<file path="src/hw/rtl/blfa_pkg.sv">
// ----------------------------------------------------------------------------
// blfa_pkg
// Shared constants, codes and types of the lowest-free bitmap allocator.
// ----------------------------------------------------------------------------
package blfa_pkg;

  localparam int CAPACITY = 1024;
  localparam int WORD_W   = 32;
  localparam int WORDS    = CAPACITY / WORD_W;
  localparam int ADDR_W   = $clog2(WORDS);
  localparam int BIT_W    = $clog2(WORD_W);
  localparam int NUM_W    = 11;
  localparam int IDX_W    = 10;
  localparam int CFG_W    = 11;
  localparam int CFGI_W   = 2;

  // request kinds
  localparam logic [1:0] REQ_ALLOC   = 2'd0;
  localparam logic [1:0] REQ_FREE    = 2'd1;
  localparam logic [1:0] REQ_RESERVE = 2'd2;

  // result status
  localparam logic [1:0] ST_DONE      = 2'd0;
  localparam logic [1:0] ST_NONE_FREE = 2'd1;
  localparam logic [1:0] ST_IN_USE    = 2'd2;

  // configuration register indexes
  localparam logic [CFGI_W-1:0] CFG_TOTAL_ITEMS     = 2'd0;
  localparam logic [CFGI_W-1:0] CFG_FIRST_CANDIDATE = 2'd1;
  localparam logic [CFGI_W-1:0] CFG_INITIAL_FREE    = 2'd2;

  typedef struct packed {
    logic              rd_en;
    logic [ADDR_W-1:0] rd_addr;
    logic              wr_en;
    logic [ADDR_W-1:0] wr_addr;
    logic [WORD_W-1:0] wr_data;
  } map_req_t;

  // index of the lowest set bit; 0 when none is set
  function automatic logic [BIT_W-1:0] lowest_set(input logic [WORD_W-1:0] x);
    logic [WORD_W-1:0] one;
    logic [BIT_W-1:0]  idx;
    one = x & (~x + WORD_W'(1));
    idx = '0;
    for (int i = 0; i < WORD_W; i++) begin
      if (one[i]) begin
        idx = idx | BIT_W'(i);
      end
    end
    return idx;
  endfunction

endpackage

</file>
<file path="src/hw/rtl/blfa_map.sv">
// ----------------------------------------------------------------------------
// blfa_map
// Usage bitmap held as a word memory, with per-row valid bits and a
// per-row full summary.
// ----------------------------------------------------------------------------
module blfa_map (
  input  logic                          clk,
  input  logic                          rst_n,
  input  blfa_pkg::map_req_t            req,
  output logic [blfa_pkg::WORD_W-1:0]   rd_data,
  output logic [blfa_pkg::WORDS-1:0]    full
);

  logic [blfa_pkg::WORD_W-1:0] mem [blfa_pkg::WORDS];
  logic [blfa_pkg::WORD_W-1:0] rd_data_r;
  logic                        rd_valid_r;
  logic [blfa_pkg::WORDS-1:0]  row_valid_r;
  logic [blfa_pkg::WORDS-1:0]  full_r;

  always_ff @(posedge clk) begin
    if (req.rd_en) begin
      rd_data_r <= mem[req.rd_addr];
    end
    if (req.wr_en) begin
      mem[req.wr_addr] <= req.wr_data;
    end
  end

  always_ff @(posedge clk) begin
    if (!rst_n) begin
      rd_valid_r  <= 1'b0;
      row_valid_r <= '0;
      full_r      <= '0;
    end else begin
      if (req.rd_en) begin
        rd_valid_r <= row_valid_r[req.rd_addr];
      end
      if (req.wr_en) begin
        row_valid_r[req.wr_addr] <= 1'b1;
        full_r[req.wr_addr]      <= &req.wr_data;
      end
    end
  end

  // a row never written reads as all free
  assign rd_data = rd_valid_r ? rd_data_r : '0;
  assign full    = full_r;

endmodule

</file>
<file path="src/hw/rtl/bitmap_lowest_free_allocator_unit.sv">
// ----------------------------------------------------------------------------
// bitmap_lowest_free_allocator_unit
// Lowest-free first-fit allocator over a 1024-entry usage bitmap with a
// saturating free counter.
// ----------------------------------------------------------------------------
//  channel | ports                                         | handshake
//  --------+-----------------------------------------------+--------------
//  in      | in_req_type, in_item_number                   | valid / stall
//  out     | out_result_number, out_status, out_free_left  | valid / stall
//  cfg     | cfg_index, cfg_wdata                          | cfg_we
//
// Free and reserve pass through S_FIND, S_CHK and S_OUT; a number out of
// range skips S_CHK. An allocate reads at most two rows, picked through the
// per-row full summary: only the first row and the partial last row can
// miss, and a miss goes from S_CHK back to S_FIND. Out_stall can hold a
// result in S_OUT. One request in flight; a new word is accepted while the
// previous result waits. Reset clears the map at once through per-row valid bits.
// ----------------------------------------------------------------------------
module bitmap_lowest_free_allocator_unit (
  input  logic                           clk,
  input  logic                           rst_n,
  input  logic                           cfg_we,
  input  logic [blfa_pkg::CFGI_W-1:0]    cfg_index,
  input  logic [blfa_pkg::CFG_W-1:0]     cfg_wdata,
  input  logic                           in_valid,
  output logic                           in_stall,
  input  logic [1:0]                     in_req_type,
  input  logic [blfa_pkg::NUM_W-1:0]     in_item_number,
  output logic                           out_valid,
  input  logic                           out_stall,
  output logic [blfa_pkg::NUM_W-1:0]     out_result_number,
  output logic [1:0]                     out_status,
  output logic [blfa_pkg::NUM_W-1:0]     out_free_left
);

  typedef enum logic [3:0] {
    S_IDLE = 4'b0001,
    S_FIND = 4'b0010,
    S_CHK  = 4'b0100,
    S_OUT  = 4'b1000
  } state_t;

  localparam logic [blfa_pkg::NUM_W-1:0] CAP_N = blfa_pkg::NUM_W'(blfa_pkg::CAPACITY);

  state_t                          state_r, state_nxt;
  logic [1:0]                      kind_r;
  logic [blfa_pkg::NUM_W-1:0]      num_r;
  logic [blfa_pkg::WORDS-1:0]      tried_r, tried_nxt;
  logic [blfa_pkg::ADDR_W-1:0]     addr_r, addr_nxt;
  logic [blfa_pkg::NUM_W-1:0]      res_num_r, res_num_nxt;
  logic [1:0]                      res_st_r, res_st_nxt;
  logic [blfa_pkg::NUM_W-1:0]      free_cnt_r, free_cnt_nxt;
  logic [blfa_pkg::NUM_W-1:0]      total_r;
  logic [blfa_pkg::IDX_W-1:0]      first_r;
  logic                            out_valid_r;
  logic [blfa_pkg::NUM_W-1:0]      out_num_r;
  logic [1:0]                      out_st_r;
  logic [blfa_pkg::NUM_W-1:0]      out_free_r;

  blfa_pkg::map_req_t              map_req;
  logic [blfa_pkg::WORD_W-1:0]     word;
  logic [blfa_pkg::WORDS-1:0]      full;

  logic [blfa_pkg::NUM_W-1:0]      limit;
  logic [blfa_pkg::ADDR_W:0]       lim_words;
  logic [blfa_pkg::WORDS-1:0]      word_ok;
  logic [blfa_pkg::WORDS-1:0]      cand;
  logic [blfa_pkg::NUM_W-1:0]      num_m1;
  logic                            num_ok;
  logic [blfa_pkg::WORD_W-1:0]     lo_mask, hi_mask, avail, avail_one, num_one;
  logic [blfa_pkg::BIT_W-1:0]      avail_bit;
  logic                            in_acc, out_take;

  blfa_map u_map (
    .clk     (clk),
    .rst_n   (rst_n),
    .req     (map_req),
    .rd_data (word),
    .full    (full)
  );

  assign in_acc   = in_valid && (state_r == S_IDLE);
  assign in_stall = (state_r != S_IDLE);
  assign out_take = !out_valid_r || !out_stall;

  // scan limit: total clipped to capacity, rounded down to a multiple of 8
  always_comb begin
    limit = (total_r > CAP_N) ? CAP_N : total_r;
    limit[2:0] = 3'b000;
    lim_words = limit[blfa_pkg::NUM_W-1:blfa_pkg::BIT_W]
              + (blfa_pkg::ADDR_W+1)'(|limit[blfa_pkg::BIT_W-1:0]);
  end

  always_comb begin
    for (int w = 0; w < blfa_pkg::WORDS; w++) begin
      word_ok[w] = (blfa_pkg::ADDR_W'(w) >= first_r[blfa_pkg::IDX_W-1:blfa_pkg::BIT_W])
                && ((blfa_pkg::ADDR_W+1)'(w) < lim_words);
    end
    cand = word_ok & ~full & ~tried_r;
  end

  assign num_m1  = num_r - blfa_pkg::NUM_W'(1);
  assign num_ok  = (num_r != '0) && (num_r <= CAP_N);
  assign num_one = blfa_pkg::WORD_W'(1) << num_m1[blfa_pkg::BIT_W-1:0];

  // bits of the row being checked that lie inside [first, limit)
  always_comb begin
    lo_mask = '1;
    hi_mask = '1;
    if (addr_r == first_r[blfa_pkg::IDX_W-1:blfa_pkg::BIT_W]) begin
      lo_mask = {blfa_pkg::WORD_W{1'b1}} << first_r[blfa_pkg::BIT_W-1:0];
    end
    if ({1'b0, addr_r} == limit[blfa_pkg::NUM_W-1:blfa_pkg::BIT_W]) begin
      hi_mask = ~({blfa_pkg::WORD_W{1'b1}} << limit[blfa_pkg::BIT_W-1:0]);
    end
    avail     = ~word & lo_mask & hi_mask;
    avail_one = avail & (~avail + blfa_pkg::WORD_W'(1));
    avail_bit = blfa_pkg::lowest_set(avail);
  end

  always_comb begin
    state_nxt    = state_r;
    tried_nxt    = tried_r;
    addr_nxt     = addr_r;
    res_num_nxt  = res_num_r;
    res_st_nxt   = res_st_r;
    free_cnt_nxt = free_cnt_r;
    map_req      = '0;
    unique case (state_r)
      S_IDLE: begin
        tried_nxt = '0;
        if (in_acc) begin
          state_nxt = S_FIND;
        end
      end
      S_FIND: begin
        res_num_nxt = num_r;
        res_st_nxt  = blfa_pkg::ST_DONE;
        priority if (kind_r == blfa_pkg::REQ_ALLOC) begin
          if (|cand) begin
            addr_nxt        = blfa_pkg::lowest_set(cand);
            map_req.rd_en   = 1'b1;
            map_req.rd_addr = addr_nxt;
            state_nxt       = S_CHK;
          end else begin
            res_num_nxt = '0;
            res_st_nxt  = blfa_pkg::ST_NONE_FREE;
            state_nxt   = S_OUT;
          end
        end else if (kind_r == blfa_pkg::REQ_FREE || kind_r == blfa_pkg::REQ_RESERVE) begin
          if (num_ok) begin
            addr_nxt        = num_m1[blfa_pkg::IDX_W-1:blfa_pkg::BIT_W];
            map_req.rd_en   = 1'b1;
            map_req.rd_addr = addr_nxt;
            state_nxt       = S_CHK;
          end else begin
            if (kind_r == blfa_pkg::REQ_RESERVE) begin
              res_st_nxt = blfa_pkg::ST_IN_USE;
            end
            state_nxt = S_OUT;
          end
        end else begin
          state_nxt = S_OUT;
        end
      end
      S_CHK: begin
        map_req.wr_addr = addr_r;
        state_nxt       = S_OUT;
        priority if (kind_r == blfa_pkg::REQ_ALLOC) begin
          if (|avail) begin
            map_req.wr_en   = 1'b1;
            map_req.wr_data = word | avail_one;
            res_num_nxt     = blfa_pkg::NUM_W'({addr_r, avail_bit}) + blfa_pkg::NUM_W'(1);
            if (free_cnt_r != '0) begin
              free_cnt_nxt = free_cnt_r - blfa_pkg::NUM_W'(1);
            end
          end else begin
            // free bits of this row lie outside the scan window; try the next
            tried_nxt[addr_r] = 1'b1;
            state_nxt         = S_FIND;
          end
        end else if (kind_r == blfa_pkg::REQ_FREE) begin
          map_req.wr_en   = 1'b1;
          map_req.wr_data = word & ~num_one;
          if (free_cnt_r < CAP_N) begin
            free_cnt_nxt = free_cnt_r + blfa_pkg::NUM_W'(1);
          end
        end else begin
          if (|(word & num_one)) begin
            res_st_nxt = blfa_pkg::ST_IN_USE;
          end else begin
            map_req.wr_en   = 1'b1;
            map_req.wr_data = word | num_one;
            if (free_cnt_r != '0) begin
              free_cnt_nxt = free_cnt_r - blfa_pkg::NUM_W'(1);
            end
          end
        end
      end
      S_OUT: begin
        if (out_take) begin
          state_nxt = S_IDLE;
        end
      end
      default: begin
        state_nxt = S_IDLE;
      end
    endcase

    if (cfg_we && cfg_index == blfa_pkg::CFG_INITIAL_FREE) begin
      free_cnt_nxt = (cfg_wdata > CAP_N) ? CAP_N : cfg_wdata;
    end
  end

  always_ff @(posedge clk) begin
    if (!rst_n) begin
      state_r     <= S_IDLE;
      tried_r     <= '0;
      free_cnt_r  <= CAP_N;
      total_r     <= CAP_N;
      first_r     <= '0;
      out_valid_r <= 1'b0;
    end else begin
      state_r    <= state_nxt;
      tried_r    <= tried_nxt;
      free_cnt_r <= free_cnt_nxt;
      if (cfg_we && cfg_index == blfa_pkg::CFG_TOTAL_ITEMS) begin
        total_r <= cfg_wdata;
      end
      if (cfg_we && cfg_index == blfa_pkg::CFG_FIRST_CANDIDATE) begin
        first_r <= cfg_wdata[blfa_pkg::IDX_W-1:0];
      end
      if (state_r == S_OUT && out_take) begin
        out_valid_r <= 1'b1;
      end else if (!out_stall) begin
        out_valid_r <= 1'b0;
      end
    end
  end

  always_ff @(posedge clk) begin
    addr_r    <= addr_nxt;
    res_num_r <= res_num_nxt;
    res_st_r  <= res_st_nxt;
    if (in_acc) begin
      kind_r <= in_req_type;
      num_r  <= in_item_number;
    end
    if (state_r == S_OUT && out_take) begin
      out_num_r  <= res_num_r;
      out_st_r   <= res_st_r;
      out_free_r <= free_cnt_r;
    end
  end

  assign out_valid         = out_valid_r;
  assign out_result_number = out_num_r;
  assign out_status        = out_st_r;
  assign out_free_left     = out_free_r;

endmodule
</file>
<file path="config.mk">
export PLATFORM = sky130hd
export DESIGN_NAME = bitmap_lowest_free_allocator_unit
export DESIGN_NICKNAME = d
export VERILOG_FILES = /design/src/hw/rtl/blfa_pkg.sv /design/src/hw/rtl/blfa_map.sv /design/src/hw/rtl/bitmap_lowest_free_allocator_unit.sv
export SDC_FILE = /design/constraint.sdc
export NUM_CORES = 2
export LEC_CHECK = 0
export ABC_AREA = 1
export BUFFER_PORTS_ARGS = -buffer_cell sky130_fd_sc_hd__buf_2
export CAP_MARGIN = 20
export CORE_MARGIN = 2
export CORE_UTILIZATION = 35
export DETAILED_ROUTE_END_ITERATION = 7
export GPL_TIMING_DRIVEN = 0
export PLACE_DENSITY = 0.56
export REMOVE_ABC_BUFFERS = 1
export SLEW_MARGIN = 20
export SYNTH_ARGS = -nofsm -noshare
export SYNTH_HDL_FRONTEND = slang
export SYNTH_HIERARCHICAL = 1
export SYNTH_SLANG_ARGS = --single-unit
</file>
<file path="constraint.sdc">
create_clock -name clk -period 4.5 [get_ports clk]
set_clock_uncertainty 0.05 [all_clocks]
set_input_delay 0.9 -clock clk [delete_from_list [all_inputs] [get_ports clk]]
set_output_delay 0.9 -clock clk [all_outputs]
set_load 0.005 [all_outputs]
</file>
==> key figures <==
Logic synthesis
  – Netlist cell types: 56
  – Adder-cell area share of the yosys netlist: less than 1%
  – Synth Cell Area: between 50000 and 60000 µm²
  – Mapped Cells: 5396
  – Compound-Gate Fraction of Synth Area: between 10% and 20%
  – FFs w/ async S/R, synth: 0%
  – Top_reg_cell synth: edfxtp_1
  – Top cells by area, synth: edfxtp_1 (60%), nand2_1 (8.7%), dfxtp_1 (4.9%)
  – Synth Area in XOR/XNOR: less than 1%
  – Mapped Avg Cell Area: a little over 10 µm²
  – Main combinational cell family by area after synthesis: simple AND/OR/NAND/NOR gates
  – Flops & latches, synth: about 1.2k
  – Sequential share of the synthesized area: 65.3%
  – Most common cell in the netlist: nand2_1
  – Post-synth EDFFs: roughly 1.1k
  – Share of the synthesized area in the top cell type: 60.5%
  – Mux cell area share after synthesis: 0%
  – Yosys warnings: 6
  – Yosys top cell by area: edfxtp_1
  – Simple-gate share of the synthesized area: a little under a fifth
  – Synth cell count leaders: nand2_1 (1285), edfxtp_1 (1111), nor2_1 (705), nand3_1 (401), o21ai_0 (358)

Cells and area
  – Area growth syn-to-layout: 27.1%
  – Layout Nets: between 5k and 6k
  – Final Util: 44.8%
  – Share of cells above drive strength 1: 19.6%
  – Post-Layout Cell Count: between 7k and 8k
  – Design area: roughly 70000 µm²

Run status
  – Status: finished, violations left
  – Failing checks: negative setup slack

Global routing
  – GRT Total Usage: between 20% and 30%
  – Global route total overflow: 0
  – Initial antenna violation count: 9
  – First-pass GRT wire length: 273000 µm
  – Number of global-route vias before repair: 39.8k
  – Largest net degree at the start of global routing: between 70 and 80

Die
  – Starting Density: a little over a third
  – Die W: roughly 400 µm
  – Total core area: between 150000 and 200000 µm²
  – Die span in y: 401 µm
  – Row cnt: 145
  – Die Area: 161000 µm²
  – I/O pin total: 57

STA
  – Endpoints failing hold: 0
  – Relative slew slack: 22.0%
  – FMAX: approximately 180 MHz
  – Fin crit share: 123%
  – Setup WS post-layout: -1.03 ns
  – RSZ-0062 raised after global routing: true
  – Worst-margin pin slew: roughly 1.2 ns
  – Final Slew Violations: 0
  – Final setup vio count: 35
  – Final min period: between 5 and 6 ns
  – Hold Slack: between 0.2 and 0.25 ns

Power and ir drop
  – Peak VDD IR: ~0.27 mV
  – Switching power total: 6.09 mW
  – Sequential group share of total power: 49.2%
  – PnR Total Power: around 26 mW
  – Comb pwr share: around 7.5%
  – Internal: ~19 mW
  – Clock power frac: a little over two fifths
  – Pwr Density: 364 nW/µm²
  – Static leakage: ~25 nW
  – Sw Ratio: between 20% and 30%

CTS
  – Latest clock arrival within the worst-skew pair: about 0.8 ns
  – Max Root-Sink Buffers: 3
  – Clk slew on worst S/H paths: about 0.060 ns
  – CTS tree: yes
  – H-tree Lvls: 4
  – Root Buffer: clkbuf_16
  – Inserted Clock Buffers: 137
  – TritonCTS Sinks: approximately 1.2k

Setup path
  – CP Launch Type: register
  – Crit Path Max Fanout: 12
  – Slowest-stage cell, CP: dfxtp_4
  – CP endpoint kind: register
  – Crit path DAT: ~6.0 ns
  – Slowest cell delay on critical path: roughly 0.35 ns
  – WP data required: roughly 5.0 ns
  – Cell mode on critical path: nand2_2
  – CP Class: reg -> reg

Route
  – DRC: 0
  – Vias: between 40k and 50k
  – First-pass detailed-route iteration total: 7
  – Drt total wl: ~200000 µm
  – Antenna Violating Nets Remaining: 0
  – DRT iter0 DRCs: ~5.5k
  – Drt via density: approximately 5.5
  – Wire length per cell: 25.1 µm

Placed design
  – DPL Wire Length: between 100000 and 150000 µm
  – # port buffers: 56
  – Final GP Congestion: slightly above 0.9
  – Placed cell count: approximately 7.4k
  – Placed inst area: slightly above 60000 µm²

Worst hold path
  – Hold Crit Class: in -> reg

Job
  – Maxcap violations: 0
==> logic make-up (layout without fill, tap and decap cells) <==
| family | count (synthesis) | in the layout |
|---|---|---|
| DFF | 1245 | 1245 |
| adders and majority gates | 11 | 11 |
| AOI/OAI and AO/OA | 984 | 991 |
| xor gates and xnor gates | 13 | 13 |
| other | 0 | 1 |
| buffers and inverters | 582 | 1022 |
| and+or+nand+nor | 2561 | 2566 |
==> power by group through the flow <==
stage	logic (mW)	registers (mW)	clock network [mW]
6_report	1.92	12.6	11.1
3_5_place_dp	1.42	12.8	0
2_1_floorplan	1.04	12.8	0
4_1_cts	1.72	12.6	11.2
5_1_grt	2.05	12.6	11.6
3_3_place_gp	1.62	12.8	0
==> cell type report <==
type / count / area (µm²)
fill: 14252 / 86300
sequential: 1245 / 36100
multi-input combinational: 3581 / 18600
timing repair buffer: 474 / 7140
clock buffer: 183 / 3730
tap: 2058 / 2570
inverter: 285 / 1150
clock inverter: 67 / 697
timing repair inverter: 13 / 163
antenna: 1 / 2.50
==> registers in the layout (all words and copies together) (netlist names), 32 cells and up <==
name               count
tried_r               32
u_map/full            32
u_map/mem           1024
u_map/rd_data_r       32
u_map/row_valid_r     32
==> cell usage in the layout, fill, tap and decap left out, types with 20 or more instances in the layout <==
cell and n:
nor2_1 612, o31ai_2 22, buf_2 55, nand2_2 89
clkbuf_16 154, edfxtp_1 1111, nor2_4 60, buf_6 20
inv_1 256, nand3_1 362, clkinv_1 30, nand3_2 41
nand4_1 46, o211ai_1 66, buf_12 88, nor2_2 69
o21ai_4 20, buf_4 182, o31ai_1 76, a21oi_2 27
o21ai_0 295, o21ai_1 75, nand2_4 20, clkbuf_1 36
o21ai_2 20, dfxtp_1 121, nor3_1 45, a21oi_1 300
buf_16 96, nand2_1 1178
==> per-layer routing <==
metal | part of all wire (%) | track usage (%)
met1 | 40 | 31.1
met2 | 47 | 37.4
met3 | 9.1 | 3.38
met4 | 3.4 | 8.05
met5 | 0.027 | 0
==> through the flow <==
stage	TNS [ns]	worst slack, ns
after floorplan	-1237.66	-30.08
final	-30.03	-1.03
after global routing	-54.98	-1.24
after global placement	-9906.43	-76.05
after detailed placement	-2605.46	-3.65
after CTS	-505.64	-0.965
==> path summary, 6_finish.rpt <==
path / cells past startpoint / end / start / slack (ns)
setup / recovery: 39 / u_map/rd_data_r[18]$_DFFE_PP_ / total_r[5]$_SDFFE_PN0P_ / -1.03
setup reg to reg: 39 / u_map/rd_data_r[18]$_DFFE_PP_ / total_r[5]$_SDFFE_PN0P_ / -1.03
hold reg to reg: 0 / out_result_number[0]$_DFFE_PP_ / res_num_r[0]$_DFFE_PP_ / 0.37
hold / removal: 1 / num_r[6]$_DFFE_PP_ / in_item_number[6] / 0.22
==> critical path: cells and delay by family (launching register included) <==
family / cells / cell delay (ns)
AO/OA/AOI/OAI: 3 / 0.57
adder cells (fa/ha/maj): 2 / 0.30
buffers and inverters: 11 / 1.50
flip-flops: 1 / 0.35
AND/OR/NAND/NOR: 23 / 2.47
==> timing repair <==
item	4_1_cts	5_1_grt
cloned	57	28
hold buffers	0	0
pin swaps	90	171
endpoints found under the setup margin	2256	2027
gates resized for setup	269	248
setup buffers	58	157
Power figures use the tool's default switching activity.
